<file path="config.mk">
export PLATFORM = sky130hd
export DESIGN_NAME = pfc_ctrl
export DESIGN_NICKNAME = d
export VERILOG_FILES = /design/src/pfc_pkg.sv /design/src/pfc_ctrl.sv
export SDC_FILE = /design/constraint.sdc
export NUM_CORES = 1
export LEC_CHECK = 0
export BUFFER_PORTS_ARGS = -buffer_cell sky130_fd_sc_hd__buf_2
export CORE_AREA = 2 2 39 41
export DETAILED_ROUTE_END_ITERATION = 7
export DIE_AREA = 0 0 41 43
export PLACE_DENSITY = 0.67
export REMOVE_ABC_BUFFERS = 1
export SYNTH_ARGS = -nofsm -noshare
export SYNTH_HDL_FRONTEND = slang
export SYNTH_SLANG_ARGS = --single-unit
</file>
<file path="constraint.sdc">
create_clock -name aclk -period 1.42 [get_ports aclk]
set_clock_uncertainty 0.15 [all_clocks]
set_input_delay 0 -clock aclk [delete_from_list [all_inputs] [get_ports aclk]]
set_output_delay 0 -clock aclk [all_outputs]
set_load 0.03 [all_outputs]
</file>
<file path="src/pfc_pkg.sv">
// Shared types, constants and command words for the PFC cascaded PI control core.
// Used by every module of the core; depends on nothing.
package pfc_pkg;

    localparam int FRAC_BITS_DEF = 24;
    localparam int GAIN_W        = 40;
    localparam int GAIN_HALF_W   = 20;
    localparam int INV_W         = 24;
    localparam int LIMIT_W       = 16;
    localparam int PERIOD_W      = 16;
    localparam int MAXREF_W      = 15;
    localparam int CFG_DATA_W    = 40;
    localparam int CFG_INDEX_W   = 3;

    // Datapath widths that do not depend on the fraction width.
    localparam int ERR_W   = 18;
    localparam int DERR_W  = 19;
    localparam int MUL_A_W = 32;
    localparam int MUL_B_W = 25;
    localparam int PROD_W  = MUL_A_W + MUL_B_W;
    localparam int ACC_W   = 62;
    localparam int NUM_W   = 33;

    localparam logic [GAIN_W-1:0]   VOLTAGE_KP_RST    = 40'd53687091;
    localparam logic [GAIN_W-1:0]   VOLTAGE_KI_TS_RST = 40'd206488;
    localparam logic [GAIN_W-1:0]   CURRENT_KP_RST    = 40'd2621440;
    localparam logic [GAIN_W-1:0]   CURRENT_KI_TS_RST = 40'd10;
    localparam logic [INV_W-1:0]    INV_PEAK_RST      = 24'd3226;
    localparam logic [LIMIT_W-1:0]  LOOP_LIMIT_RST    = 16'd50;
    localparam logic [PERIOD_W-1:0] PWM_PERIOD_RST    = 16'd0;
    localparam logic [MAXREF_W-1:0] MAX_REF_RST       = 15'd5632;

    typedef enum logic [CFG_INDEX_W-1:0] {
        CFG_VOLTAGE_KP    = 3'd0,
        CFG_VOLTAGE_KI_TS = 3'd1,
        CFG_CURRENT_KP    = 3'd2,
        CFG_CURRENT_KI_TS = 3'd3,
        CFG_INV_PEAK      = 3'd4,
        CFG_LOOP_LIMIT    = 3'd5,
        CFG_PWM_PERIOD    = 3'd6,
        CFG_MAX_REF       = 3'd7
    } cfg_reg_t;

    typedef struct packed {
        logic        [14:0] bus_voltage_ref;
        logic signed [15:0] bus_voltage_meas;
        logic signed [15:0] ac_voltage;
        logic signed [15:0] ac_current;
    } in_word_t;

    typedef struct packed {
        logic        [15:0] duty_count;
        logic        [14:0] peak_current_ref;
        logic signed [15:0] shaped_current_ref;
    } out_word_t;

    typedef enum logic [2:0] {
        MUL_NONE,
        MUL_FF,
        MUL_KP_LO,
        MUL_KP_HI,
        MUL_KI_LO,
        MUL_KI_HI,
        MUL_PEAK_VAC,
        MUL_SHAPE
    } mul_op_t;

    typedef enum logic [2:0] {
        ACC_NONE,
        ACC_FF_NUM,
        ACC_INIT,
        ACC_ADD,
        ACC_ADD_HI,
        ACC_CLAMP,
        ACC_SHAPED,
        ACC_TOTAL
    } acc_op_t;

    typedef struct packed {
        logic    latch;
        mul_op_t mul_op;
        logic    loop_cur;
        acc_op_t acc_op;
        logic    out_load;
    } dp_cmd_t;

    typedef struct packed {
        logic div_done;
        logic out_free;
    } dp_status_t;

    typedef enum logic [4:0] {
        ST_IDLE,
        ST_FF,
        ST_V0,
        ST_V1,
        ST_V2,
        ST_V3,
        ST_V4,
        ST_VCLAMP,
        ST_SH0,
        ST_SH1,
        ST_SH2,
        ST_C0,
        ST_C1,
        ST_C2,
        ST_C3,
        ST_C4,
        ST_CCLAMP,
        ST_DIVWAIT,
        ST_TOTAL,
        ST_OUT
    } ctrl_state_t;

endpackage

</file>
<file path="src/pfc_ctrl.sv">
// Sequencer for one sample: steps the shared multiplier and accumulator through
// both PI loops and the output load. Depends on pfc_pkg.
module pfc_ctrl (
    input  logic                  aclk,
    input  logic                  aresetn,
    input  logic                  in_valid,
    output logic                  in_ready,
    input  pfc_pkg::dp_status_t   status,
    output pfc_pkg::dp_cmd_t      cmd
);
    import pfc_pkg::*;

    ctrl_state_t state_reg, state_next;

    always_ff @(posedge aclk) begin
        if (!aresetn) begin
            state_reg <= ST_IDLE;
        end else begin
            state_reg <= state_next;
        end
    end

    always_comb begin
        state_next   = state_reg;
        cmd          = '0;
        cmd.mul_op   = MUL_NONE;
        cmd.acc_op   = ACC_NONE;
        in_ready     = 1'b0;
        case (state_reg)
            ST_IDLE: begin
                in_ready  = 1'b1;
                cmd.latch = in_valid;
                if (in_valid) begin
                    state_next = ST_FF;
                end
            end
            ST_FF: begin
                cmd.mul_op = MUL_FF;
                state_next = ST_V0;
            end
            // The feed-forward product is handed to the divider here.
            ST_V0: begin
                cmd.mul_op = MUL_KP_LO;
                cmd.acc_op = ACC_FF_NUM;
                state_next = ST_V1;
            end
            ST_V1: begin
                cmd.mul_op = MUL_KP_HI;
                cmd.acc_op = ACC_INIT;
                state_next = ST_V2;
            end
            ST_V2: begin
                cmd.mul_op = MUL_KI_LO;
                cmd.acc_op = ACC_ADD_HI;
                state_next = ST_V3;
            end
            ST_V3: begin
                cmd.mul_op = MUL_KI_HI;
                cmd.acc_op = ACC_ADD;
                state_next = ST_V4;
            end
            ST_V4: begin
                cmd.acc_op = ACC_ADD_HI;
                state_next = ST_VCLAMP;
            end
            ST_VCLAMP: begin
                cmd.acc_op = ACC_CLAMP;
                state_next = ST_SH0;
            end
            ST_SH0: begin
                cmd.mul_op = MUL_PEAK_VAC;
                state_next = ST_SH1;
            end
            ST_SH1: begin
                cmd.mul_op = MUL_SHAPE;
                state_next = ST_SH2;
            end
            ST_SH2: begin
                cmd.acc_op = ACC_SHAPED;
                state_next = ST_C0;
            end
            ST_C0: begin
                cmd.loop_cur = 1'b1;
                cmd.mul_op   = MUL_KP_LO;
                state_next   = ST_C1;
            end
            ST_C1: begin
                cmd.loop_cur = 1'b1;
                cmd.mul_op   = MUL_KP_HI;
                cmd.acc_op   = ACC_INIT;
                state_next   = ST_C2;
            end
            ST_C2: begin
                cmd.loop_cur = 1'b1;
                cmd.mul_op   = MUL_KI_LO;
                cmd.acc_op   = ACC_ADD_HI;
                state_next   = ST_C3;
            end
            ST_C3: begin
                cmd.loop_cur = 1'b1;
                cmd.mul_op   = MUL_KI_HI;
                cmd.acc_op   = ACC_ADD;
                state_next   = ST_C4;
            end
            ST_C4: begin
                cmd.loop_cur = 1'b1;
                cmd.acc_op   = ACC_ADD_HI;
                state_next   = ST_CCLAMP;
            end
            ST_CCLAMP: begin
                cmd.loop_cur = 1'b1;
                cmd.acc_op   = ACC_CLAMP;
                state_next   = ST_DIVWAIT;
            end
            ST_DIVWAIT: begin
                if (status.div_done) begin
                    state_next = ST_TOTAL;
                end
            end
            ST_TOTAL: begin
                cmd.acc_op = ACC_TOTAL;
                state_next = ST_OUT;
            end
            ST_OUT: begin
                if (status.out_free) begin
                    cmd.out_load = 1'b1;
                    state_next   = ST_IDLE;
                end
            end
            default: begin
                state_next = ST_IDLE;
            end
        endcase
    end

endmodule

</file>
# Yosys cells after proc, flatten, opt, wreduce, memory -nomap -nowiden

Index checks and enable logic that the tools add are counted.

Logic and storage cells: 43
Bits in registers: 5

Eq/ne operators: 22
Reductions and logical operators: 9
Multiplexer cells: 11

Operators with widths:

| kind                 | number |
|---|---|
| $pmux W5 S20         | 1 |
| $pmux W3 S7          | 2 |
| $eq A5 B4 Y1 const B | 8 |
| $eq A5 B3 Y1 const B | 4 |
| $eq A5 B5 Y1 const B | 4 |
| $mux W5              | 3 |
| $eq A5 B2 Y1 const B | 2 |
| $reduce_or A2 Y1     | 5 |
| $ne A2 B2 Y1 const B | 3 |
| $reduce_or A6 Y1     | 1 |
| $eq A5 B1 Y1 const B | 1 |
| $logic_not A5 Y1     | 1 |
| $mux W1              | 5 |
| $reduce_or A4 Y1     | 1 |
| $reduce_and A3 Y1    | 1 |

# Depth between registers and ports, before layout

Gate-level depths: netlist of run 1.

Depth after elaboration: 3
Depth in mapped cells: 5

# Worst setup path before layout of run 1

Ideal clock, no wire load.

Kind: register -> output
From: reg state_reg[0]
To: out cmd[4] (netlist name)
Arrival time: 1699 ps
Buffers on the path: 2
Cell stages (with the launch flop): 4
Path slack: -429 ps
Cells stage by stage: dfxtp_1 buf_6 buf_2 o41ai_1

RTL lines:

| element                | line           | source |
|---|---|---|
| from (decl)            | pfc_ctrl.sv:13 | `ctrl_state_t state_reg, state_next;` |
| from (signal assigned) | pfc_ctrl.sv:19 | `state_reg <= state_next;` |
| to (decl)              | pfc_ctrl.sv:9  | `output pfc_pkg::dp_cmd_t cmd` |

==> results of run 1 <==
==> logic make-up after synthesis <==
logic type,after synthesis,share of synthesized area [%]
AOI/OAI and AO/OA,22,29.9
xor gates and xnor gates,3,4.59
buffers and inverters,9,9.60
DFF,5,17.5
muxes,2,3.49
and+or+nand+nor,32,34.9
==> cell usage in the layout (no fill, tap or decap), types with 2 or more instances in the layout <==
cell type and n:
o21ai_0 2, clkbuf_4 3, xnor2_1 2, buf_2 4
a21oi_1 6, nor2b_1 5, dlygate4sd3_1 4, nand2b_1 2
buf_4 17, nor3_1 2, and3_4 2, mux2i_1 2
nand2b_4 2, nor2_1 4, nand2_1 2, buf_6 8
dfxtp_2 4
==> through the flow <==
stage / TNS [ns] / hold WS, ns
floorplan: -2.75 / -0.0222
global placement: -0.00367 / 0.140
detailed placement: -0.0263 / 0.139
CTS: -1.63 / 0.422
global route: -2.23 / 0.430
finish: -1.26 / 0.408
==> per-layer routing <==
layer | share of wire [%] | vias to the layer above
met5 | 0 | -
met4 | 2.2 | 0
met3 | 2.7 | 3
met2 | 54 | 17
met1 | 41 | 281
li1 | - | 326
==> critical path: cells and delay by family, from the launching register on <==
family,cells,cell delay [ns]
buffers and inverters,1,0.16
and+or+nand+nor,2,0.55
DFF,1,0.36
AOI/OAI and AO/OA,1,0.17
==> path summary, 6_finish.rpt <==
path / end / slack (ns) / cells past startpoint
worst max register to register: state_reg[3] / -0.02 / 3
worst min register to register: state_reg[2] / 0.42 / 2
worst max-delay path: cmd[3] / -0.23 / 4
worst min-delay path: state_reg[0] / 0.41 / 4
==> cell type report <==
cell class                 count  area [um^2]  share of cell area, %
multi-input combinational     59          484                   51.7
tap                           16         20.0                   2.14
sequential                     5          109                   11.6
clock buffer                   4         26.3                   2.81
inverter                       1         3.75                  0.401
timing repair buffer          34          293                   31.3
==> power by group through the flow <==
stage	clock network [mW]	registers (mW)	logic, mW
3_5_place_dp	0	0.158	0.223
3_3_place_gp	0	0.157	0.219
2_1_floorplan	0	0.180	0.129
6_report	0.179	0.159	0.278
5_1_grt	0.196	0.160	0.300
4_1_cts	0.180	0.157	0.250
==> timing repair <==
item,CTS,global route
pin swaps,2,6
cloned,0,0
setup buffers,1,1
endpoints found under the hold margin,5,0
gates resized for setup,14,32
setup endpoints to repair,10,14
hold buffers,4,0
==> metrics.cfg, run 1 <==
[setup_path]
cp_slowest_cell = or3b_4
cpPeakStageDelay_ns = 0.37
rr_startpoint = state_reg[0]
path_max_fanout = 5
endpoint_kind = primary output
worst_setup_path_start_kind = register
worstSetupPathType = register to primary output
worstPathCellList = or3b_4, and3_4, o31ai_4, buf_6
cp.arrival_ns = 1.50
crit_start = state_reg[0]
required_ns = 1.27

[run_status]
status = finished with violations
violations = negative setup slack

[sta]
period_minus_slack_ns = 1.65
post-route-period-util_pct = 116
setup_viol = 12
final.setup.worst_slack_ns = -0.226
worst_slew_pin_slew_ns = 0.349
hold_violations = 0
fmax_ghz = 0.607
rsz0062_at_grt = true
slew_violations = 0
slew-limit-headroom_pct = 76.7

[logic_synthesis]
synthTopCellsByArea = dfxtp_1, a21oi_1, nor2b_1
synth_warnings = 0
synth-main-ff-cell = dfxtp_1
ys_ff_latch = 5
netlist-cell-type-count = 37
ys_seq_area_share_pct = 17.5
synth_edf_count = 0
synth_top_area_cell = dfxtp_1
syn_area_um2 = 573
synth_cells = 73
synth_top_area_share_pct = 17.5
netlist_top_cells_count = a21oi_1, buf_2, dfxtp_1, nor2b_1
synth.most_common_cell = a21oi_1
synth.avg_cell_area_um2 = 7.85
async_flop_share_pct = 0

[final_layout]
n_antenna_cell = 0
fin_cells = 119
stdcell_area_um2 = 936
fillers = 125
final_util_pct = 67.6
largest_register_ffs = 5
area_growth_pct = 63.3
nNetsFinal = 109
drive_gt1_share_pct = 51.5

[cts]
root_buffer = clkbuf_4
cts_tree = yes
clk_latency_ns = 0.26
cts_buffers = 3
cts-htree-levels = 1
cts_max_path_buffers = 2
path_clk_slew_ns = 0.05
cts_sinks = 5

[global_route]
grt_max_degree = 21
grt_util_met1_pct = 23.6
grt_pass1_wl_mm = 2.39
globalRouteTotalUtil_pct = 20.2
gr-usage-met3_pct = 3.14
grt_pass1_vias = 574
grt.overflow.total = 0
antenna_found_initial = 0
busiest_layer = met2
grt_use_met2_pct = 32.5

[detailed_routing]
drtIter0Drc = 9
routed_wl_mm = 1.53
firstDrtPassIters = 4
dr_total_vias = 627
route.detailed.wl_per_inst_um = 12.9
final_antenna_net_count = 0
drc = 0
via_per_inst = 5.27

[die]
fp.dieArea_mm2 = 0.00176
floorplan.initialDensity_pct = 41.4
io_pins = 15
die_h_um = 43
placementRows = 14
fp.dieW_um = 41
core_mm2 = 0.00138

[placement]
placed_area_um2 = 717
placed_cells = 109
portBuffers = 14
dpl_worst_slack_ns = -0.0263
place_congestion = 0.793

[power]
swShare_pct = 36.5
power_frac_clock_pct = 29.1
p_sw_uw = 225
seqPwrFrac_pct = 25.9
power_frac_comb_pct = 45.1
powerDensity_mw_per_mm2 = 658
power_uw = 616
p_leak_nw = 0.389
ir_drop_uv = 395
p_int_uw = 391

[job]
drv_cap = 0

[min_path]
hp-class = input pin to register
holdCritStartpoint = aresetn

(Power assumes the default switching activity.)
==> run 2: changes to the inputs <==
--- a/config.mk
+++ b/config.mk
@@ -5,11 +5,11 @@
 export SDC_FILE = /design/constraint.sdc
 export NUM_CORES = 1
 export LEC_CHECK = 0
+export ABC_AREA = 1
 export BUFFER_PORTS_ARGS = -buffer_cell sky130_fd_sc_hd__buf_2
-export CORE_AREA = 2 2 39 41
+export CORE_UTILIZATION = 45
 export DETAILED_ROUTE_END_ITERATION = 7
-export DIE_AREA = 0 0 41 43
-export PLACE_DENSITY = 0.67
+export PLACE_DENSITY = 0.69
 export REMOVE_ABC_BUFFERS = 1
 export SYNTH_ARGS = -nofsm -noshare
 export SYNTH_HDL_FRONTEND = slang
==> run 2 against run 1 <==
Compared with the run above:
- the run now fails in 5_1_grt
- area after synthesis up 4.1%
- synthesized cell count increased by 34%
==> metrics.cfg, run 2 <==
[logic_synthesis]
ys_seq_area_share_pct = 16.8  ; was 17.5%
synth_edf_count = 0  ; unchanged
synthTopCellsByArea = dfxtp_1, nand3_1, nor2_1  ; was dfxtp_1, a21oi_1, nor2b_1
synthMuxAreaShare_pct = 0  ; was 3.49%
synth-main-ff-cell = dfxtp_1  ; unchanged
synth_warnings = 0  ; unchanged
synth_top_family_by_area = simple AND/OR/NAND/NOR gates  ; unchanged
syn_area_um2 = 597  ; was 573 um^2
ys_ff_latch = 5  ; unchanged
synthAdderAreaFrac_pct = 0  ; unchanged
synth.most_common_cell = nor2_1  ; was a21oi_1
netlist_top_cells_count = nor2_1, nand2_1, nand3_1  ; was a21oi_1, buf_2, dfxtp_1, nor2b_1
async_flop_share_pct = 0  ; unchanged
synth_top_area_cell = dfxtp_1  ; unchanged
synth_top_area_share_pct = 16.8  ; was 17.5%
yosys.area_share.simple_pct = 61.6  ; was 34.9%
synth_compound_area_share_pct = 8.18  ; was 29.9%
netlist-cell-type-count = 22  ; was 37
synth-xor-area-share_pct = 0  ; was 4.59%
synth_cells = 98  ; was 73
synth.avg_cell_area_um2 = 6.09  ; was 7.85 um^2

[die]
die_h_um = 38.4  ; was 43 um
fp.dieW_um = 38.4  ; was 41 um
floorplan.initialDensity_pct = 51.0  ; was 41.4%
placementRows = 12  ; was 14
io_pins = 15  ; unchanged

[cts]
root_buffer = clkbuf_4  ; unchanged
cts_buffers = 3  ; unchanged
cts_sinks = 5  ; unchanged
cts_max_path_buffers = 2  ; unchanged
cts-htree-levels = 1  ; unchanged

[global_route]
grt_max_degree = 10
antenna_found_initial = 0

[placement]
placed_area_um2 = 790  ; was 717 um^2
place_congestion = 0.818  ; was 0.793
post-dp-hpwl_mm = 1.30
dpl_worst_slack_ns = -0.0489  ; was -0.0263 ns
portBuffers = 14  ; unchanged

[sta]
worstEndpointType = primary output
crit_endpoint = cmd[2]

[run_status]
status = stopped before the end  ; was finished with violations
lastStage = 5_1_grt
error = [ERROR DPL-0033] detailed placement checks failed during check placement.

==> run 2: cell count changes after synthesis, moves of 4 or more <==
cell | before | now
inv_1 | 1 | 10
nand2b_1 | 4 | 0
nand3_1 | 1 | 14
nor2b_1 | 5 | 0
nand4_1 | 0 | 5
nand2_1 | 2 | 15
buf_2 | 5 | 0
nor2_1 | 4 | 17
==> run 2: logic make-up after synthesis <==
family	Yosys count
DFF	5
AOI/OAI and AO/OA	9
buffers and inverters	16
and+or+nand+nor	68
==> run 2: metrics by stage <==
| stage | TNS (ns) | hold WS (ns) | utilization (%) | instances |
|---|---|---|---|---|
| after floorplan | -1.45 | -0.00363 | - | 95 |
| after global placement | -0.111 | 0.119 | 67.4 | 141 |
| after detailed placement | -0.0993 | 0.132 | 67.4 | 141 |
| after CTS | -0.890 | 0.0453 | 90.2 | 153 |
==> run 2: what timing repair did <==
item                                    CTS
pin swaps                                 9
endpoints found under the setup margin   12
endpoints found under the hold margin     5
resized for setup                        56
buffers inserted                          6
hold buffers                              2
==> run 3: changes to the inputs <==
--- a/config.mk
+++ b/config.mk
@@ -7,9 +7,10 @@
 export LEC_CHECK = 0
 export ABC_AREA = 1
 export BUFFER_PORTS_ARGS = -buffer_cell sky130_fd_sc_hd__buf_2
-export CORE_UTILIZATION = 45
+export CORE_AREA = 2 2 63 65
 export DETAILED_ROUTE_END_ITERATION = 7
-export PLACE_DENSITY = 0.69
+export DIE_AREA = 0 0 65 67
+export PLACE_DENSITY_LB_ADDON = 0.15
 export REMOVE_ABC_BUFFERS = 1
 export SYNTH_ARGS = -nofsm -noshare
 export SYNTH_HDL_FRONTEND = slang
==> constraint.sdc (replaced) <==
create_clock -name aclk -period 1.8 [get_ports aclk]
set_clock_uncertainty 0.15 [all_clocks]
set_input_delay 0 -clock aclk [delete_from_list [all_inputs] [get_ports aclk]]
set_output_delay 0 -clock aclk [all_outputs]
set_load 0.03 [all_outputs]
==> run 3 against run 2 <==
Compared with the run above:
- synthesized cell count stayed put
- area after synthesis stayed put
- the flow now finishes without violations
==> metrics.cfg, run 3 <==
[run_status]
status = completed  ; was stopped before the end

[cts]
cts_max_path_buffers = 2  ; unchanged
cts_buffers = 3  ; unchanged
path_clk_slew_ns = 0.04
clk_latency_ns = 0.22
cts-htree-levels = 1  ; unchanged
cts_tree = yes
cts_sinks = 5  ; unchanged
root_buffer = clkbuf_8  ; was clkbuf_4

[final_layout]
largest_register_ffs = 5
area_growth_pct = 36.9
drive_gt1_share_pct = 35.8
final_common_cell = nor2_1
fillers = 422
nNetsFinal = 126
n_antenna_cell = 0
final_cell_mix = nor2_1, nand2_1, nand3_1, buf_2, inv_1
stdcell_area_um2 = 817

[sta]
post-route-period-util_pct = 95.2
fmax_ghz = 0.583
period_minus_slack_ns = 1.71
worst_slew_pin_slew_ns = 0.257
setup_viol = 0
hold_violations = 0
slew_violations = 0
slew-limit-headroom_pct = 82.8
tns_ns = 0
rsz0062_at_grt = false
whs_ns = 0.0213
final.setup.worst_slack_ns = 0.0860

[job]
drv_cap = 0

[global_route]
grt_pass1_vias = 697
grt.overflow.total = 0
globalRouteTotalUtil_pct = 9.07
antenna_found_initial = 0
grt_pass1_wl_mm = 2.99
grt_max_degree = 11

[logic_synthesis]
synthTopCellsByArea = dfxtp_1, nand3_1, nor2_1  ; unchanged
synth.most_common_cell = nor2_1  ; unchanged
yosys.area_share.simple_pct = 61.6  ; unchanged
async_flop_share_pct = 0  ; unchanged
synth_cells = 98  ; unchanged
synth-xor-area-share_pct = 0  ; unchanged
synth_warnings = 0  ; unchanged
synth_top_area_share_pct = 16.8  ; unchanged
synthAdderAreaFrac_pct = 0  ; unchanged
syn_area_um2 = 597  ; unchanged
ys_seq_area_share_pct = 16.8  ; unchanged
synth_edf_count = 0  ; unchanged
synth_top_family_by_area = simple AND/OR/NAND/NOR gates  ; unchanged
synth_compound_area_share_pct = 8.18  ; unchanged
synth-main-ff-cell = dfxtp_1  ; unchanged
synth_top_area_cell = dfxtp_1  ; unchanged
synthMuxAreaShare_pct = 0  ; unchanged
netlist-cell-type-count = 22  ; unchanged
synth.avg_cell_area_um2 = 6.09  ; unchanged
ys_ff_latch = 5  ; unchanged
netlist_top_cells_count = nor2_1, nand2_1, nand3_1  ; unchanged

[die]
fp.dieW_um = 65  ; was 38.4 um
die_h_um = 67  ; was 38.4 um
placementRows = 22  ; was 12
fp.dieArea_mm2 = 0.00436
core_mm2 = 0.00361
io_pins = 15  ; unchanged
floorplan.initialDensity_pct = 16.6  ; was 51.0%

[power]
ir_drop_uv = 381
powerDensity_mw_per_mm2 = 1690
p_leak_nw = 0.406
power_mw = 1.38

[placement]
placed_area_um2 = 734  ; was 790 um^2
dpl_worst_slack_ns = 0.236  ; was -0.0489 ns
portBuffers = 14  ; unchanged
post-dp-hpwl_mm = 1.54  ; was 1.30 mm
place_congestion = 0.774  ; was 0.818

[detailed_routing]
via_per_inst = 4.22
route.detailed.wl_per_inst_um = 11.0
dr_total_vias = 709
drtIter0Drc = 22
final_antenna_net_count = 0
drc = 0
routed_wl_mm = 1.85
firstDrtPassIters = 4

[setup_path]
crit_start = state_reg[3]
rr_startpoint = state_reg[3]
endpoint_kind = primary output
worst_setup_path_start_kind = register
required_ns = 1.65
worstSetupPathType = register to primary output
path_max_fanout = 10
cp.arrival_ns = 1.56

[min_path]
hp-class = input pin to register
holdCritStartpoint = in_valid

-- run 3: cell counts after synthesis --
No cell type changed its count.
-- run 3: layer usage --
layer | vias to the layer above | track usage, % | routed length [um] | part of all wire (%)
met3 | 2 | 2.03 | 66 | 3.6
li1 | 367 | - | - | -
met2 | 10 | 15.2 | 919 | 50
met5 | - | 0 | 0 | 0
met1 | 330 | 10.8 | 853 | 46
met4 | 0 | 4.79 | 12 | 0.65
-- run 3: worst max-delay path: stages (launching register included) --
cell	delay [ns]
dfxtp_1	0.36
buf_4	0.19
nor2_8	0.20
nand3_1	0.14
nand2_1	0.12
nor2_1	0.07
nand3b_1	0.08
clkbuf_4	0.18
-- run 3: cells by family after synthesis --
family,Yosys count
AO/OA/AOI/OAI,9
AND/OR/NAND/NOR,68
buffers and inverters,16
flip-flops,5
-- run 3: path summary, 6_finish.rpt --
kind / slack, ns / endpoint / cells after the start
setup / recovery: 0.09 / cmd[3] / 7
hold / removal: 0.02 / state_reg[0] / 5
setup reg to reg: 0.23 / state_reg[1] / 9
hold reg to reg: 0.57 / state_reg[1] / 3
-- run 3: timing repair --
action,CTS,global route
setup buffers,0,0
hold buffers,2,0
endpoints found under the hold margin,5,0
endpoints found under the setup margin,0,6
gates resized for setup,0,7
-- run 3: through the flow --
stage,util (%),instances
after detailed placement,20.4,162
after global placement,20.4,162
final,22.7,168
after CTS,22.2,168
after floorplan,-,95
after global routing,22.7,168
-- run 3: final cells by class --
| cell class | instances | area, um^2 | area share [%] |
|---|---|---|---|
| Multi-Input combinational cell | 77 | 429 | 52.5 |
| Sequential cell | 5 | 103 | 12.6 |
| Clock buffer | 4 | 45.0 | 5.51 |
| Inverter | 13 | 50.0 | 6.13 |
| Tap cell | 48 | 60.1 | 7.35 |
| Timing Repair Buffer | 21 | 130 | 15.9 |
-- run 3: report_power, final --
| group | switching, mW | total [mW] | internal [mW] |
|---|---|---|---|
| sequential | 0.0519 | 0.202 | 0.150 |
| clock | 0.0514 | 0.203 | 0.152 |
| combinational | 0.673 | 0.979 | 0.306 |
| total | 0.776 | 1.38 | 0.608 |
