--- config.mk ---
export PLATFORM = sky130hd
export DESIGN_NAME = pfc_dp
export DESIGN_NICKNAME = d
export VERILOG_FILES = /design/src/pfc_pkg.sv /design/src/pfc_div.sv /design/src/pfc_dp.sv
export SDC_FILE = /design/constraint.sdc
export NUM_CORES = 2
export LEC_CHECK = 0
export ABC_AREA = 0
export BUFFER_PORTS_ARGS = -buffer_cell sky130_fd_sc_hd__buf_2
export CAP_MARGIN = 20
export CORE_MARGIN = 2
export CORE_UTILIZATION = 30
export CTS_BUF_LIST = sky130_fd_sc_hd__clkbuf_4
export CTS_CLUSTER_SIZE = 16
export DETAILED_ROUTE_END_ITERATION = 10
export GPL_ROUTABILITY_DRIVEN = 0
export SLEW_MARGIN = 20
export SYNTH_ARGS = -nofsm -noshare
export SYNTH_HDL_FRONTEND = slang
export SYNTH_HIERARCHICAL = 1
export SYNTH_SLANG_ARGS = --single-unit
--- constraint.sdc ---
create_clock -name aclk -period 13.1 [get_ports aclk]
set_clock_uncertainty 0.1 [all_clocks]
set_input_delay 0.655 -clock aclk [delete_from_list [all_inputs] [get_ports aclk]]
set_output_delay 0.655 -clock aclk [all_outputs]
set_load 0.1 [all_outputs]
--- src/pfc_pkg.sv ---
// Shared types, constants and command words for the PFC cascaded PI control core.
// Used by every module of the core; depends on nothing.
package pfc_pkg;

    localparam int FRAC_BITS_DEF = 24;
    localparam int GAIN_W        = 40;
    localparam int GAIN_HALF_W   = 20;
    localparam int INV_W         = 24;
    localparam int LIMIT_W       = 16;
    localparam int PERIOD_W      = 16;
    localparam int MAXREF_W      = 15;
    localparam int CFG_DATA_W    = 40;
    localparam int CFG_INDEX_W   = 3;

    // Datapath widths that do not depend on the fraction width.
    localparam int ERR_W   = 18;
    localparam int DERR_W  = 19;
    localparam int MUL_A_W = 32;
    localparam int MUL_B_W = 25;
    localparam int PROD_W  = MUL_A_W + MUL_B_W;
    localparam int ACC_W   = 62;
    localparam int NUM_W   = 33;

    localparam logic [GAIN_W-1:0]   VOLTAGE_KP_RST    = 40'd53687091;
    localparam logic [GAIN_W-1:0]   VOLTAGE_KI_TS_RST = 40'd206488;
    localparam logic [GAIN_W-1:0]   CURRENT_KP_RST    = 40'd2621440;
    localparam logic [GAIN_W-1:0]   CURRENT_KI_TS_RST = 40'd10;
    localparam logic [INV_W-1:0]    INV_PEAK_RST      = 24'd3226;
    localparam logic [LIMIT_W-1:0]  LOOP_LIMIT_RST    = 16'd50;
    localparam logic [PERIOD_W-1:0] PWM_PERIOD_RST    = 16'd0;
    localparam logic [MAXREF_W-1:0] MAX_REF_RST       = 15'd5632;

    typedef enum logic [CFG_INDEX_W-1:0] {
        CFG_VOLTAGE_KP    = 3'd0,
        CFG_VOLTAGE_KI_TS = 3'd1,
        CFG_CURRENT_KP    = 3'd2,
        CFG_CURRENT_KI_TS = 3'd3,
        CFG_INV_PEAK      = 3'd4,
        CFG_LOOP_LIMIT    = 3'd5,
        CFG_PWM_PERIOD    = 3'd6,
        CFG_MAX_REF       = 3'd7
    } cfg_reg_t;

    typedef struct packed {
        logic        [14:0] bus_voltage_ref;
        logic signed [15:0] bus_voltage_meas;
        logic signed [15:0] ac_voltage;
        logic signed [15:0] ac_current;
    } in_word_t;

    typedef struct packed {
        logic        [15:0] duty_count;
        logic        [14:0] peak_current_ref;
        logic signed [15:0] shaped_current_ref;
    } out_word_t;

    typedef enum logic [2:0] {
        MUL_NONE,
        MUL_FF,
        MUL_KP_LO,
        MUL_KP_HI,
        MUL_KI_LO,
        MUL_KI_HI,
        MUL_PEAK_VAC,
        MUL_SHAPE
    } mul_op_t;

    typedef enum logic [2:0] {
        ACC_NONE,
        ACC_FF_NUM,
        ACC_INIT,
        ACC_ADD,
        ACC_ADD_HI,
        ACC_CLAMP,
        ACC_SHAPED,
        ACC_TOTAL
    } acc_op_t;

    typedef struct packed {
        logic    latch;
        mul_op_t mul_op;
        logic    loop_cur;
        acc_op_t acc_op;
        logic    out_load;
    } dp_cmd_t;

    typedef struct packed {
        logic div_done;
        logic out_free;
    } dp_status_t;

    typedef enum logic [4:0] {
        ST_IDLE,
        ST_FF,
        ST_V0,
        ST_V1,
        ST_V2,
        ST_V3,
        ST_V4,
        ST_VCLAMP,
        ST_SH0,
        ST_SH1,
        ST_SH2,
        ST_C0,
        ST_C1,
        ST_C2,
        ST_C3,
        ST_C4,
        ST_CCLAMP,
        ST_DIVWAIT,
        ST_TOTAL,
        ST_OUT
    } ctrl_state_t;

endpackage

--- src/pfc_div.sv ---
// Feed-forward divider: floor(num * 2^FRAC_BITS / vref), four quotient bits per cycle,
// with sign correction and saturation. Depends on pfc_pkg.
module pfc_div #(
    parameter int FRAC_BITS = pfc_pkg::FRAC_BITS_DEF
) (
    input  logic                             aclk,
    input  logic                             aresetn,
    input  logic                             start,
    input  logic signed [pfc_pkg::NUM_W-1:0] num,
    input  logic        [14:0]               vref,
    output logic                             done,
    output logic signed [FRAC_BITS+21:0]     quot
);
    import pfc_pkg::*;

    localparam int DVD_W = 32 + FRAC_BITS;
    localparam int PAD_W = ((DVD_W + 3) / 4) * 4;
    localparam int STEPS = PAD_W / 4;
    localparam int CNT_W = $clog2(STEPS + 1);
    localparam int FF_W  = FRAC_BITS + 22;

    localparam logic signed [PAD_W:0] SAT_POS = (PAD_W+1)'(1) <<< (20 + FRAC_BITS);
    localparam logic signed [PAD_W:0] SAT_HI  =
        SAT_POS + ((PAD_W+1)'(1) <<< FRAC_BITS);
    localparam logic signed [PAD_W:0] SAT_NEG = -SAT_POS;

    typedef enum logic [1:0] {DV_IDLE, DV_RUN, DV_FIN} div_state_t;

    div_state_t              state_reg, state_next;
    logic [PAD_W-1:0]        dvd_reg, dvd_next;
    logic [PAD_W-1:0]        quo_reg, quo_next;
    logic [15:0]             rem_reg, rem_next;
    logic [14:0]             dsr_reg, dsr_next;
    logic                    neg_reg, neg_next;
    logic [CNT_W-1:0]        cnt_reg, cnt_next;
    logic                    done_reg, done_next;
    logic signed [FF_W-1:0]  quot_reg, quot_next;

    logic [NUM_W-1:0]        mag;
    logic [15:0]             rem_step;
    logic [15:0]             rem_sh;
    logic [3:0]              qbits;
    logic signed [PAD_W:0]   qs;

    always_ff @(posedge aclk) begin
        if (!aresetn) begin
            state_reg <= DV_IDLE;
            done_reg  <= 1'b0;
            cnt_reg   <= '0;
        end else begin
            state_reg <= state_next;
            done_reg  <= done_next;
            cnt_reg   <= cnt_next;
        end
        dvd_reg  <= dvd_next;
        quo_reg  <= quo_next;
        rem_reg  <= rem_next;
        dsr_reg  <= dsr_next;
        neg_reg  <= neg_next;
        quot_reg <= quot_next;
    end

    // Four restoring steps; the partial remainder stays below the divisor.
    always_comb begin
        rem_step = rem_reg;
        rem_sh   = '0;
        qbits    = '0;
        for (int i = 0; i < 4; i++) begin
            rem_sh = {rem_step[14:0], dvd_reg[PAD_W-1-i]};
            if (rem_sh >= {1'b0, dsr_reg}) begin
                rem_step     = rem_sh - {1'b0, dsr_reg};
                qbits[3-i]   = 1'b1;
            end else begin
                rem_step = rem_sh;
            end
        end
    end

    always_comb begin
        mag = num[NUM_W-1] ? NUM_W'(-num) : NUM_W'(num);
        qs  = $signed({1'b0, quo_reg});
        if (neg_reg) begin
            qs = (rem_reg != '0) ? -(qs + (PAD_W+1)'(1)) : -qs;
        end
    end

    always_comb begin
        state_next = state_reg;
        dvd_next   = dvd_reg;
        quo_next   = quo_reg;
        rem_next   = rem_reg;
        dsr_next   = dsr_reg;
        neg_next   = neg_reg;
        cnt_next   = cnt_reg;
        done_next  = done_reg;
        quot_next  = quot_reg;
        if (start) begin
            dvd_next   = PAD_W'({mag[31:0], {FRAC_BITS{1'b0}}});
            quo_next   = '0;
            rem_next   = '0;
            dsr_next   = (vref == '0) ? 15'd1 : vref;
            neg_next   = num[NUM_W-1];
            cnt_next   = CNT_W'(STEPS);
            done_next  = 1'b0;
            state_next = DV_RUN;
        end else begin
            case (state_reg)
                DV_RUN: begin
                    dvd_next = dvd_reg << 4;
                    quo_next = {quo_reg[PAD_W-5:0], qbits};
                    rem_next = rem_step;
                    cnt_next = cnt_reg - CNT_W'(1);
                    if (cnt_reg == CNT_W'(1)) begin
                        state_next = DV_FIN;
                    end
                end
                DV_FIN: begin
                    if (qs >= SAT_HI) begin
                        quot_next = FF_W'(SAT_POS);
                    end else if (qs < SAT_NEG) begin
                        quot_next = FF_W'(SAT_NEG);
                    end else begin
                        quot_next = FF_W'(qs);
                    end
                    done_next  = 1'b1;
                    state_next = DV_IDLE;
                end
                default: begin
                    state_next = DV_IDLE;
                end
            endcase
        end
    end

    assign done = done_reg;
    assign quot = quot_reg;

endmodule

--- src/pfc_dp.sv ---
// Datapath: configuration registers, loop state, shared multiplier and accumulator.
// Depends on pfc_pkg and pfc_div.
module pfc_dp #(
    parameter int FRAC_BITS = pfc_pkg::FRAC_BITS_DEF
) (
    input  logic                                   aclk,
    input  logic                                   aresetn,
    input  logic                                   cfg_wr_en,
    input  logic [pfc_pkg::CFG_INDEX_W-1:0]        cfg_index,
    input  logic [pfc_pkg::CFG_DATA_W-1:0]         cfg_wdata,
    input  pfc_pkg::in_word_t                      in_word,
    input  pfc_pkg::dp_cmd_t                       cmd,
    output logic                                   div_done,
    output pfc_pkg::out_word_t                     result
);
    import pfc_pkg::*;

    localparam int CRI_W = MAXREF_W + FRAC_BITS + 1;
    localparam int CLI_W = LIMIT_W + FRAC_BITS + 2;
    localparam int FF_W  = FRAC_BITS + 22;
    localparam int TOT_W = FRAC_BITS + 23;

    logic [GAIN_W-1:0]   vkp_reg, vki_reg, ckp_reg, cki_reg;
    logic [INV_W-1:0]    inv_reg;
    logic [LIMIT_W-1:0]  lim_reg;
    logic [PERIOD_W-1:0] period_reg;
    logic [MAXREF_W-1:0] maxref_reg;

    in_word_t                  vin_reg;
    logic signed [ERR_W-1:0]   ev_reg, last_ev_reg, ei_reg, last_ei_reg, ffd_reg;
    logic signed [DERR_W-1:0]  dev_reg, dei_reg;
    logic signed [CRI_W-1:0]   cri_reg;
    logic signed [CLI_W-1:0]   cli_reg;
    logic signed [ACC_W-1:0]   acc_reg;
    logic signed [PROD_W-1:0]  prod_reg;
    logic signed [15:0]        shaped_reg;
    logic signed [TOT_W-1:0]   total_reg;

    logic signed [ERR_W-1:0]   ev_new, ei_new;
    logic signed [MUL_A_W-1:0] mul_a;
    logic signed [MUL_B_W-1:0] mul_b;
    logic [GAIN_W-1:0]         kp_sel, ki_sel;
    logic signed [ERR_W-1:0]   err_sel;
    logic signed [DERR_W-1:0]  derr_sel;
    logic signed [ACC_W-1:0]   prod_ext, integ_ext, cri_hi, lim_hi, lim_lo;
    logic signed [PROD_W-1:0]  shape_shift;
    logic signed [15:0]        shaped_new;
    logic signed [TOT_W-1:0]   total_int;
    logic [PERIOD_W-1:0]       duty;
    logic signed [FF_W-1:0]    ff_quot;
    logic [14:0]               vref_eff;

    pfc_div #(.FRAC_BITS(FRAC_BITS)) u_div (
        .aclk    (aclk),
        .aresetn (aresetn),
        .start   (cmd.acc_op == ACC_FF_NUM),
        .num     (prod_reg[NUM_W-1:0]),
        .vref    (vin_reg.bus_voltage_ref),
        .done    (div_done),
        .quot    (ff_quot)
    );

    always_ff @(posedge aclk) begin
        if (!aresetn) begin
            vkp_reg    <= VOLTAGE_KP_RST;
            vki_reg    <= VOLTAGE_KI_TS_RST;
            ckp_reg    <= CURRENT_KP_RST;
            cki_reg    <= CURRENT_KI_TS_RST;
            inv_reg    <= INV_PEAK_RST;
            lim_reg    <= LOOP_LIMIT_RST;
            period_reg <= PWM_PERIOD_RST;
            maxref_reg <= MAX_REF_RST;
        end else if (cfg_wr_en) begin
            case (cfg_reg_t'(cfg_index))
                CFG_VOLTAGE_KP:    vkp_reg    <= cfg_wdata;
                CFG_VOLTAGE_KI_TS: vki_reg    <= cfg_wdata;
                CFG_CURRENT_KP:    ckp_reg    <= cfg_wdata;
                CFG_CURRENT_KI_TS: cki_reg    <= cfg_wdata;
                CFG_INV_PEAK:      inv_reg    <= cfg_wdata[INV_W-1:0];
                CFG_LOOP_LIMIT:    lim_reg    <= cfg_wdata[LIMIT_W-1:0];
                CFG_PWM_PERIOD:    period_reg <= cfg_wdata[PERIOD_W-1:0];
                CFG_MAX_REF:       maxref_reg <= cfg_wdata[MAXREF_W-1:0];
                default: ;
            endcase
        end
    end

    always_comb begin
        ev_new = ERR_W'($signed({1'b0, in_word.bus_voltage_ref}))
               - ERR_W'(in_word.bus_voltage_meas);
        // A zero reference counts as one in the feed-forward term.
        vref_eff = (in_word.bus_voltage_ref == '0) ? 15'd1 : in_word.bus_voltage_ref;
        shape_shift = prod_reg >>> FRAC_BITS;
        if (shape_shift > PROD_W'(32767)) begin
            shaped_new = 16'sd32767;
        end else if (shape_shift < -PROD_W'(32768)) begin
            shaped_new = -16'sd32768;
        end else begin
            shaped_new = 16'(shape_shift);
        end
        ei_new = ERR_W'(shaped_new) - ERR_W'(vin_reg.ac_current);
    end

    // Operand selection for the shared multiplier.
    always_comb begin
        kp_sel   = cmd.loop_cur ? ckp_reg : vkp_reg;
        ki_sel   = cmd.loop_cur ? cki_reg : vki_reg;
        err_sel  = cmd.loop_cur ? ei_reg  : ev_reg;
        derr_sel = cmd.loop_cur ? dei_reg : dev_reg;
        mul_a    = '0;
        mul_b    = '0;
        case (cmd.mul_op)
            MUL_FF: begin
                mul_a = $signed(MUL_A_W'(period_reg));
                mul_b = MUL_B_W'(ffd_reg);
            end
            MUL_KP_LO: begin
                mul_a = $signed(MUL_A_W'(kp_sel[GAIN_HALF_W-1:0]));
                mul_b = MUL_B_W'(derr_sel);
            end
            MUL_KP_HI: begin
                mul_a = $signed(MUL_A_W'(kp_sel[GAIN_W-1:GAIN_HALF_W]));
                mul_b = MUL_B_W'(derr_sel);
            end
            MUL_KI_LO: begin
                mul_a = $signed(MUL_A_W'(ki_sel[GAIN_HALF_W-1:0]));
                mul_b = MUL_B_W'(err_sel);
            end
            MUL_KI_HI: begin
                mul_a = $signed(MUL_A_W'(ki_sel[GAIN_W-1:GAIN_HALF_W]));
                mul_b = MUL_B_W'(err_sel);
            end
            MUL_PEAK_VAC: begin
                mul_a = $signed(MUL_A_W'(cri_reg[FRAC_BITS+MAXREF_W-1:FRAC_BITS]));
                mul_b = MUL_B_W'(vin_reg.ac_voltage);
            end
            MUL_SHAPE: begin
                mul_a = prod_reg[MUL_A_W-1:0];
                mul_b = $signed(MUL_B_W'(inv_reg));
            end
            default: ;
        endcase
    end

    always_comb begin
        prod_ext  = ACC_W'(prod_reg);
        integ_ext = cmd.loop_cur ? ACC_W'(cli_reg) : ACC_W'(cri_reg);
        cri_hi    = $signed(ACC_W'({maxref_reg, {FRAC_BITS{1'b0}}}));
        lim_hi    = $signed(ACC_W'({lim_reg, {FRAC_BITS{1'b0}}}));
        lim_lo    = -lim_hi;
        total_int = total_reg >>> FRAC_BITS;
        if (total_int > $signed(TOT_W'(period_reg))) begin
            duty = period_reg;
        end else if (total_int < TOT_W'(0)) begin
            duty = '0;
        end else begin
            duty = PERIOD_W'(total_int);
        end
    end

    always_ff @(posedge aclk) begin
        if (!aresetn) begin
            last_ev_reg <= '0;
            last_ei_reg <= '0;
            cri_reg     <= '0;
            cli_reg     <= '0;
        end else begin
            if (cmd.latch) begin
                last_ev_reg <= ev_new;
            end
            if (cmd.acc_op == ACC_SHAPED) begin
                last_ei_reg <= ei_new;
            end
            if (cmd.acc_op == ACC_CLAMP && !cmd.loop_cur) begin
                if (acc_reg > cri_hi) begin
                    cri_reg <= CRI_W'(cri_hi);
                end else if (acc_reg < ACC_W'(0)) begin
                    cri_reg <= '0;
                end else begin
                    cri_reg <= CRI_W'(acc_reg);
                end
            end
            if (cmd.acc_op == ACC_CLAMP && cmd.loop_cur) begin
                if (acc_reg > lim_hi) begin
                    cli_reg <= CLI_W'(lim_hi);
                end else if (acc_reg < lim_lo) begin
                    cli_reg <= CLI_W'(lim_lo);
                end else begin
                    cli_reg <= CLI_W'(acc_reg);
                end
            end
        end
    end

    always_ff @(posedge aclk) begin
        if (cmd.latch) begin
            vin_reg <= in_word;
            ev_reg  <= ev_new;
            dev_reg <= DERR_W'(ev_new) - DERR_W'(last_ev_reg);
            ffd_reg <= ERR_W'($signed({1'b0, vref_eff}))
                     - ERR_W'(in_word.ac_voltage);
        end
        prod_reg <= mul_a * mul_b;
        case (cmd.acc_op)
            ACC_INIT:   acc_reg <= integ_ext + prod_ext;
            ACC_ADD:    acc_reg <= acc_reg + prod_ext;
            ACC_ADD_HI: acc_reg <= acc_reg + (prod_ext <<< GAIN_HALF_W);
            ACC_SHAPED: begin
                shaped_reg <= shaped_new;
                ei_reg     <= ei_new;
                dei_reg    <= DERR_W'(ei_new) - DERR_W'(last_ei_reg);
            end
            ACC_TOTAL:  total_reg <= TOT_W'(cli_reg) + TOT_W'(ff_quot);
            default: ;
        endcase
    end

    assign result.duty_count         = duty;
    assign result.peak_current_ref   = cri_reg[FRAC_BITS+MAXREF_W-1:FRAC_BITS];
    assign result.shaped_current_ref = shaped_reg;

endmodule

## Word-level counts from Yosys, hierarchy flattened

Cells that the tools add are included.

| cells by class | value |
|---|---|
| $lt $le $gt $ge | 14 |
| add/subtract/negate cells | 19 |
| reduce and logical (&&, ||, !) cells | 23 |
| multiply operators | 1 |
| bitwise operators | 3 |
| mux-type cells | 36 |
| eq/ne operators | 25 |
| div/mod/pow operators | 0 |
| shifts and indexed selects | 0 |

Operator list:

| cell | number |
|---|---|
| case mux 32 bit (7 select lines) | 1 |
| case mux 62 bit (3 select lines) | 1 |
| two-way mux 40 bit | 4 |
| case mux 25 bit (5 select lines) | 1 |
| adder 62 x 57 -> 62 bit | 2 |
| two-way mux 57 bit | 2 |
| two-way mux 56 bit | 2 |
| two-way mux 42 bit | 2 |
| two-way mux 16 bit | 5 |
| >= comparator 16 x 15 -> 1 bit | 4 |
| adder 62 bit | 1 |
| greater-than comparator 62 x 40 -> 1 bit | 1 |
| greater-than comparator 62 x 41 -> 1 bit | 1 |
| less-than comparator 62 x 1 -> 1 bit, second input constant | 1 |
| less-than comparator 62 bit | 1 |
| two-way mux 62 bit | 1 |
| negation 40 -> 62 bit | 1 |
| two-way mux 15 bit | 4 |
| adder 56 x 1 -> 57 bit, second input constant | 1 |
| >= comparator 57 x 46 -> 1 bit, second input constant | 1 |
| less-than comparator 57 x 45 -> 1 bit, second input constant | 1 |
| multiplier 32 x 25 -> 57 bit | 1 |
| negation 56 -> 57 bit | 1 |
| negation 57 bit | 1 |
| other kinds (35) | 80 |

| storage, ports and cells | value |
|---|---|
| memory bits (writable) | 0 |
| input bits | 118 |
| latch bits | 0 |
| register bits after elaboration | 839 |
| memories | 0 |
| bits in read-only memories | 0 |
| output and inout bits | 48 |
| word-level logic and storage cells | 157 |

## Logic depth before layout (Yosys ltp)

| logic depth | value |
|---|---|
| word-level depth | 8 |
| depth in mapped cells | 44 |
| gate-level depth less buffers | 41 |

## Hierarchy

The synthesis kept the hierarchy.

Modules (own cells, without submodules):

| module | cells each | instances | sequential area each (um2) | area each (um2) |
|---|---|---|---|---|
| pfc_dp | 7574 | 1 | 15144.5 | 65750.6 |
| pfc_div | 1426 | 1 | 4404.2 | 12380.6 |

## Least setup slack after synthesis

No wires, ideal clock.

| timing path | value |
|---|---|
| path type | flip-flop to flip-flop |
| start | register u_div.dsr_reg[1] |
| end | register u_div.rem_reg[10] |
| required time | 12.909 ns |
| arrival time | 9.303 ns |
| path buffers | 4 |
| path slack | 3.606 ns |
| stages on the path, launching flop included | 38 |
| period minus slack after synthesis | 9.494 ns |
| library setup time | 0.091 ns |
| cell sequence | edfxtp_1 > inv_1 > fa_1 > a21o_1 > a21oi_1 > a21o_1 > a211oi_1 > nor2_1 > clkbuf_1 > mux2_2 > ha_1 > a211oi_1 > nor3b_1 > o41a_1 > a2111oi_2 > o21ai_1 > clkbuf_1 > mux2_2 > [... 2 more ...] > a21oi_1 > nor2_1 > a21bo_2 > nand3_1 > a311o_1 > a211oi_4 > buf_2 > mux2_2 > ha_1 > a21o_1 > nand2_1 > a31oi_1 > nand2_1 > a21oi_1 > a211oi_1 > clkbuf_1 > nand2_1 > a311oi_1 |

| on the way | value |
|---|---|
| cells in the longest elaborated chain, start to end | 8 |

RTL lines:

| item | RTL line | RTL |
|---|---|---|
| start, declared | pfc_div.sv:33 | `logic [14:0] dsr_reg, dsr_next;` |
| start signal, assigned | pfc_div.sv:58 | `dsr_reg <= dsr_next;` |
| subtractor 15 bit / >= comparator 16 x 15 -> 1 bit (equally long branches) | pfc_div.sv:71, pfc_div.sv:70 |  |
| two-way mux 15 bit | pfc_div.sv:70 | `if (rem_sh >= {1'b0, dsr_reg}) begin` |
| subtractor 15 bit / >= comparator 16 x 15 -> 1 bit (equally long branches) | pfc_div.sv:71, pfc_div.sv:70 |  |
| two-way mux 15 bit | pfc_div.sv:70 |  |
| subtractor 15 bit / >= comparator 16 x 15 -> 1 bit (equally long branches) | pfc_div.sv:71, pfc_div.sv:70 |  |
| two-way mux 15 bit | pfc_div.sv:70 |  |
| subtractor 16 x 15 -> 16 bit / >= comparator 16 x 15 -> 1 bit (equally long branches) | pfc_div.sv:71, pfc_div.sv:70 |  |
| two-way mux 16 bit (*) | pfc_div.sv:70 |  |
| end signal, assigned | pfc_div.sv:57 | `rem_reg <= rem_next;` |
| end, declared | pfc_div.sv:32 | `logic [15:0] rem_reg, rem_next;` |

Mark *: on every way between the ends. The rest lies on a longest branch, timed or not.
A chain may end at the register's enable or synchronous reset.

## Worst setup path in the final report

| timing path | value |
|---|---|
| start | register u_div.dvd_reg[55] |
| end | register u_div.rem_reg[11] |

| on the way | value |
|---|---|
| cells in the longest elaborated chain, start to end | 8 |

RTL lines:

| item | RTL line | RTL |
|---|---|---|
| start, declared | pfc_div.sv:30 | `logic [PAD_W-1:0] dvd_reg, dvd_next;` |
| start signal, assigned | pfc_div.sv:55 | `dvd_reg <= dvd_next;` |
| subtractor 15 bit / >= comparator 16 x 15 -> 1 bit (equally long branches) | pfc_div.sv:71, pfc_div.sv:70 |  |
| two-way mux 15 bit (*) | pfc_div.sv:70 |  |
| subtractor 15 bit / >= comparator 16 x 15 -> 1 bit (equally long branches) | pfc_div.sv:71, pfc_div.sv:70 |  |
| two-way mux 15 bit (*) | pfc_div.sv:70 |  |
| subtractor 15 bit / >= comparator 16 x 15 -> 1 bit (equally long branches) | pfc_div.sv:71, pfc_div.sv:70 |  |
| two-way mux 15 bit (*) | pfc_div.sv:70 |  |
| subtractor 16 x 15 -> 16 bit / >= comparator 16 x 15 -> 1 bit (equally long branches) | pfc_div.sv:71, pfc_div.sv:70 |  |
| two-way mux 16 bit (*) | pfc_div.sv:70 |  |

Marks and branches as above.

==> metrics.cfg <==
[outcome]
status = finished, final reports clean

[floorplan]
die_w_um = 514
dieHeight_um = 514
dieArea_um2 = 265000
placeableCoreArea_um2 = 259000
ios = 166
num_rows = 187
start_util_pct = 30.1

[worst_setup_path]
slowest_stage = a2111oi_2
path_class = reg -> reg
critPathMaxStageDelay_ps = 490
cp-start-kind = flop
cp_top_family = compound AO/OA/AOI/OAI gates
cp.depth = 39
r2r_cells = 39
regToRegEndpoint = u_div/rem_reg[11]
arrival_ps = 11720
crit_buf_inv = 6
r2r_slack_ps = 2470
crit_required_ps = 14180
cp-end-kind = flop
regToRegStartpoint = u_div/dvd_reg[55]
crit_fanout = 17

[timing]
hold_viol = 0
fin_tns_setup_ps = 0
whs_ps = 66.2
period_needed_ps = 10630
fmax_ghz = 0.0940
finalSetupViolations = 0
relSlewSlack_pct = 20.9
tightest_slew_ps = 1190
slew_viol_final = 0
rsz0062_at_grt = no
setup_ws_ps = 2470
post-route-period-util_pct = 81.2

[clocking]
cts_resized = 0
numCtsBuffers = 218
numClockSinks = 812
clkTransAtPathRegs_ps = 70
tritoncts = yes
cts_setup_buffers = 0
root_buffer = clkbuf_4
clockBufferDepth = 3
clock_latency_ps = 1350
htreeDepth = 4

[global_routing]
grt_pass1_wl_mm = 400
antenna_found_initial = 21
track_usage_pct = 19.7
grt_pass1_vias = 64224
grt_max_degree = 158
grt_overflow = 0

[synth]
synth_top_area_share_pct = 21.3
synth_compound_area_share_pct = 14.0
synth_fp_nets = 10481
syn_area_um2 = 78100
synth-xor-area-share_pct = 3.99
synthSimpleGateAreaFrac_pct = 16.1
synth.mux.area_fraction_pct = 3.00
synth_flop_cell = dfxtp_1
async_flop_share_pct = 0
synth_seq_cells = 812
yosys_warnings = 6
ys_types = 111
synth_fa_ha_area_share_pct = 29.8
avgSynthCellArea_um2 = 8.68
synth_top_family_by_area = adder cells
syn_inst = 9000
synth_area_leaders = fa_1, edfxtp_1, dfxtp_1
synth_top_area_cell = fa_1
synth_edf_count = 329
yosysSeqAreaShare_pct = 25.0

[cells_and_area]
area_growth_pct = 11.7
most-common-layout-cells = nand2_1, inv_1, nor2_1, fa_1, a21oi_1
multiInputGateArea_um2 = 52500
seq_area_um2 = 19500
layout.cells.most_common = nand2_1
num-nets-final = 10669
fin_cells = 12792
largest_reg_flops = 62
nFillCells = 26947
drive_above_1_share_pct = 9.01

[power_and_ir_drop]
power.total_uw = 20700
power.density_nw_per_um2 = 237
vdd_drop_max_uv = 372
cellLeakagePower_uw = 0.0391

[detailed_routing]
wl_mm = 265
first_iter_violations = 5828
drt_pass1_iterations = 6
drtAntennaViolNets = 0
vias = 65387
routedWlPerCell_um = 20.7
avgViaCountPerCell = 5.11
drc = 0

[place]
place_hpwl_mm = 200
dpl.cell_count = 12209
port_buffers = 164
dp_slack_ps = 2200

[min_path]
worst_hold_path_type = in -> reg
min_path_cells = 4
hold_end = ev_reg[11]
worstHoldStart = in_word[43]

[job]
maxCapViolCount = 0

[timing repair]
| item | in CTS | in global routing |
|---|---|---|
| endpoints found under the setup margin | 0 | 0 |
| hold buffers | 160 | 0 |
| hold endpoints to repair | 480 | 0 |
[through the flow]
step,instance area (um^2),utilization (%)
4_1_cts,87200,33.6
3_3_place_gp,82500,31.8
2_1_floorplan,78100,-
3_5_place_dp,82600,31.9
5_1_grt,87200,33.7
6_report,87200,33.7
[layer usage]
metal	global-route usage (%)	wire length [um]	share of wire [%]	up-vias
met1	26.3	113000	43	32047
met4	6.80	9860	3.7	14
met3	4.53	23200	8.7	510
met5	0	95	0.036	-
li1	-	-	-	30336
met2	31.3	119000	45	2480
[worst max path at each step]
| stage | start | to | slack (ps) |
|---|---|---|---|
| after detailed placement | cmd[5] | prod_reg[54] | 2200 |
| after global routing | u_div/dvd_reg[55] | u_div/rem_reg[11] | 1720 |
| after global placement | cmd[5] | prod_reg[54] | 2190 |
| after CTS | u_div/dvd_reg[55] | u_div/rem_reg[11] | 2530 |
| final | u_div/dvd_reg[55] | u_div/rem_reg[11] | 2470 |
| after floorplan | u_div/dsr_reg[1] | u_div/rem_reg[10] | 3610 |
[cell type report]
| cell class | instances | share of cell area [%] |
|---|---|---|
| multi-input cells | 6538 | 60.2 |
| well taps | 3402 | 4.88 |
| diodes | 12 | 0.0344 |
| clock inverters | 99 | 0.779 |
| flip-flops and latches | 812 | 22.4 |
| inverters | 1169 | 5.04 |
| repair buffers | 449 | 3.97 |
| clock buffers | 311 | 2.68 |
[tightest hold or removal path, stage by stage]
cell and delay [ps]:
buf_2 100, inv_1 60, ha_1 180, xnor2_1 240
[Yosys cell counts, types with 54 or more instances]
library cell     n
mux2_2          65
nand3_1        116
dfxtp_1        483
o21ai_0        251
a21o_1         139
clkbuf_1       382
ha_1           533
nand2_1       1277
fa_1           830
nor2_1         917
inv_1         1165
a21oi_1        646
nor3_1         107
xnor2_1        203
mux2i_1        159
o21a_1          81
nor2b_1         54
nand2b_1        87
xor2_1         153
a22oi_1         65
edfxtp_1       329
[power by group]
group | internal, uW | switching (uW) | total [uW]
clock network | 1240 | 1270 | 2510
logic | 5720 | 8740 | 14500
registers | 3170 | 531 | 3710
total | 10100 | 10500 | 20700
[logic make-up after synthesis]
kind of cell             after synthesis
AO/OA/AOI/OAI                       1698
XOR/XNOR                             356
adder cells (fa/ha/maj)             1363
buffers and inverters               1650
flip-flops                           812
multiplexers                         225
AND/OR/NAND/NOR                     2896
(Power assumes the default switching activity.)
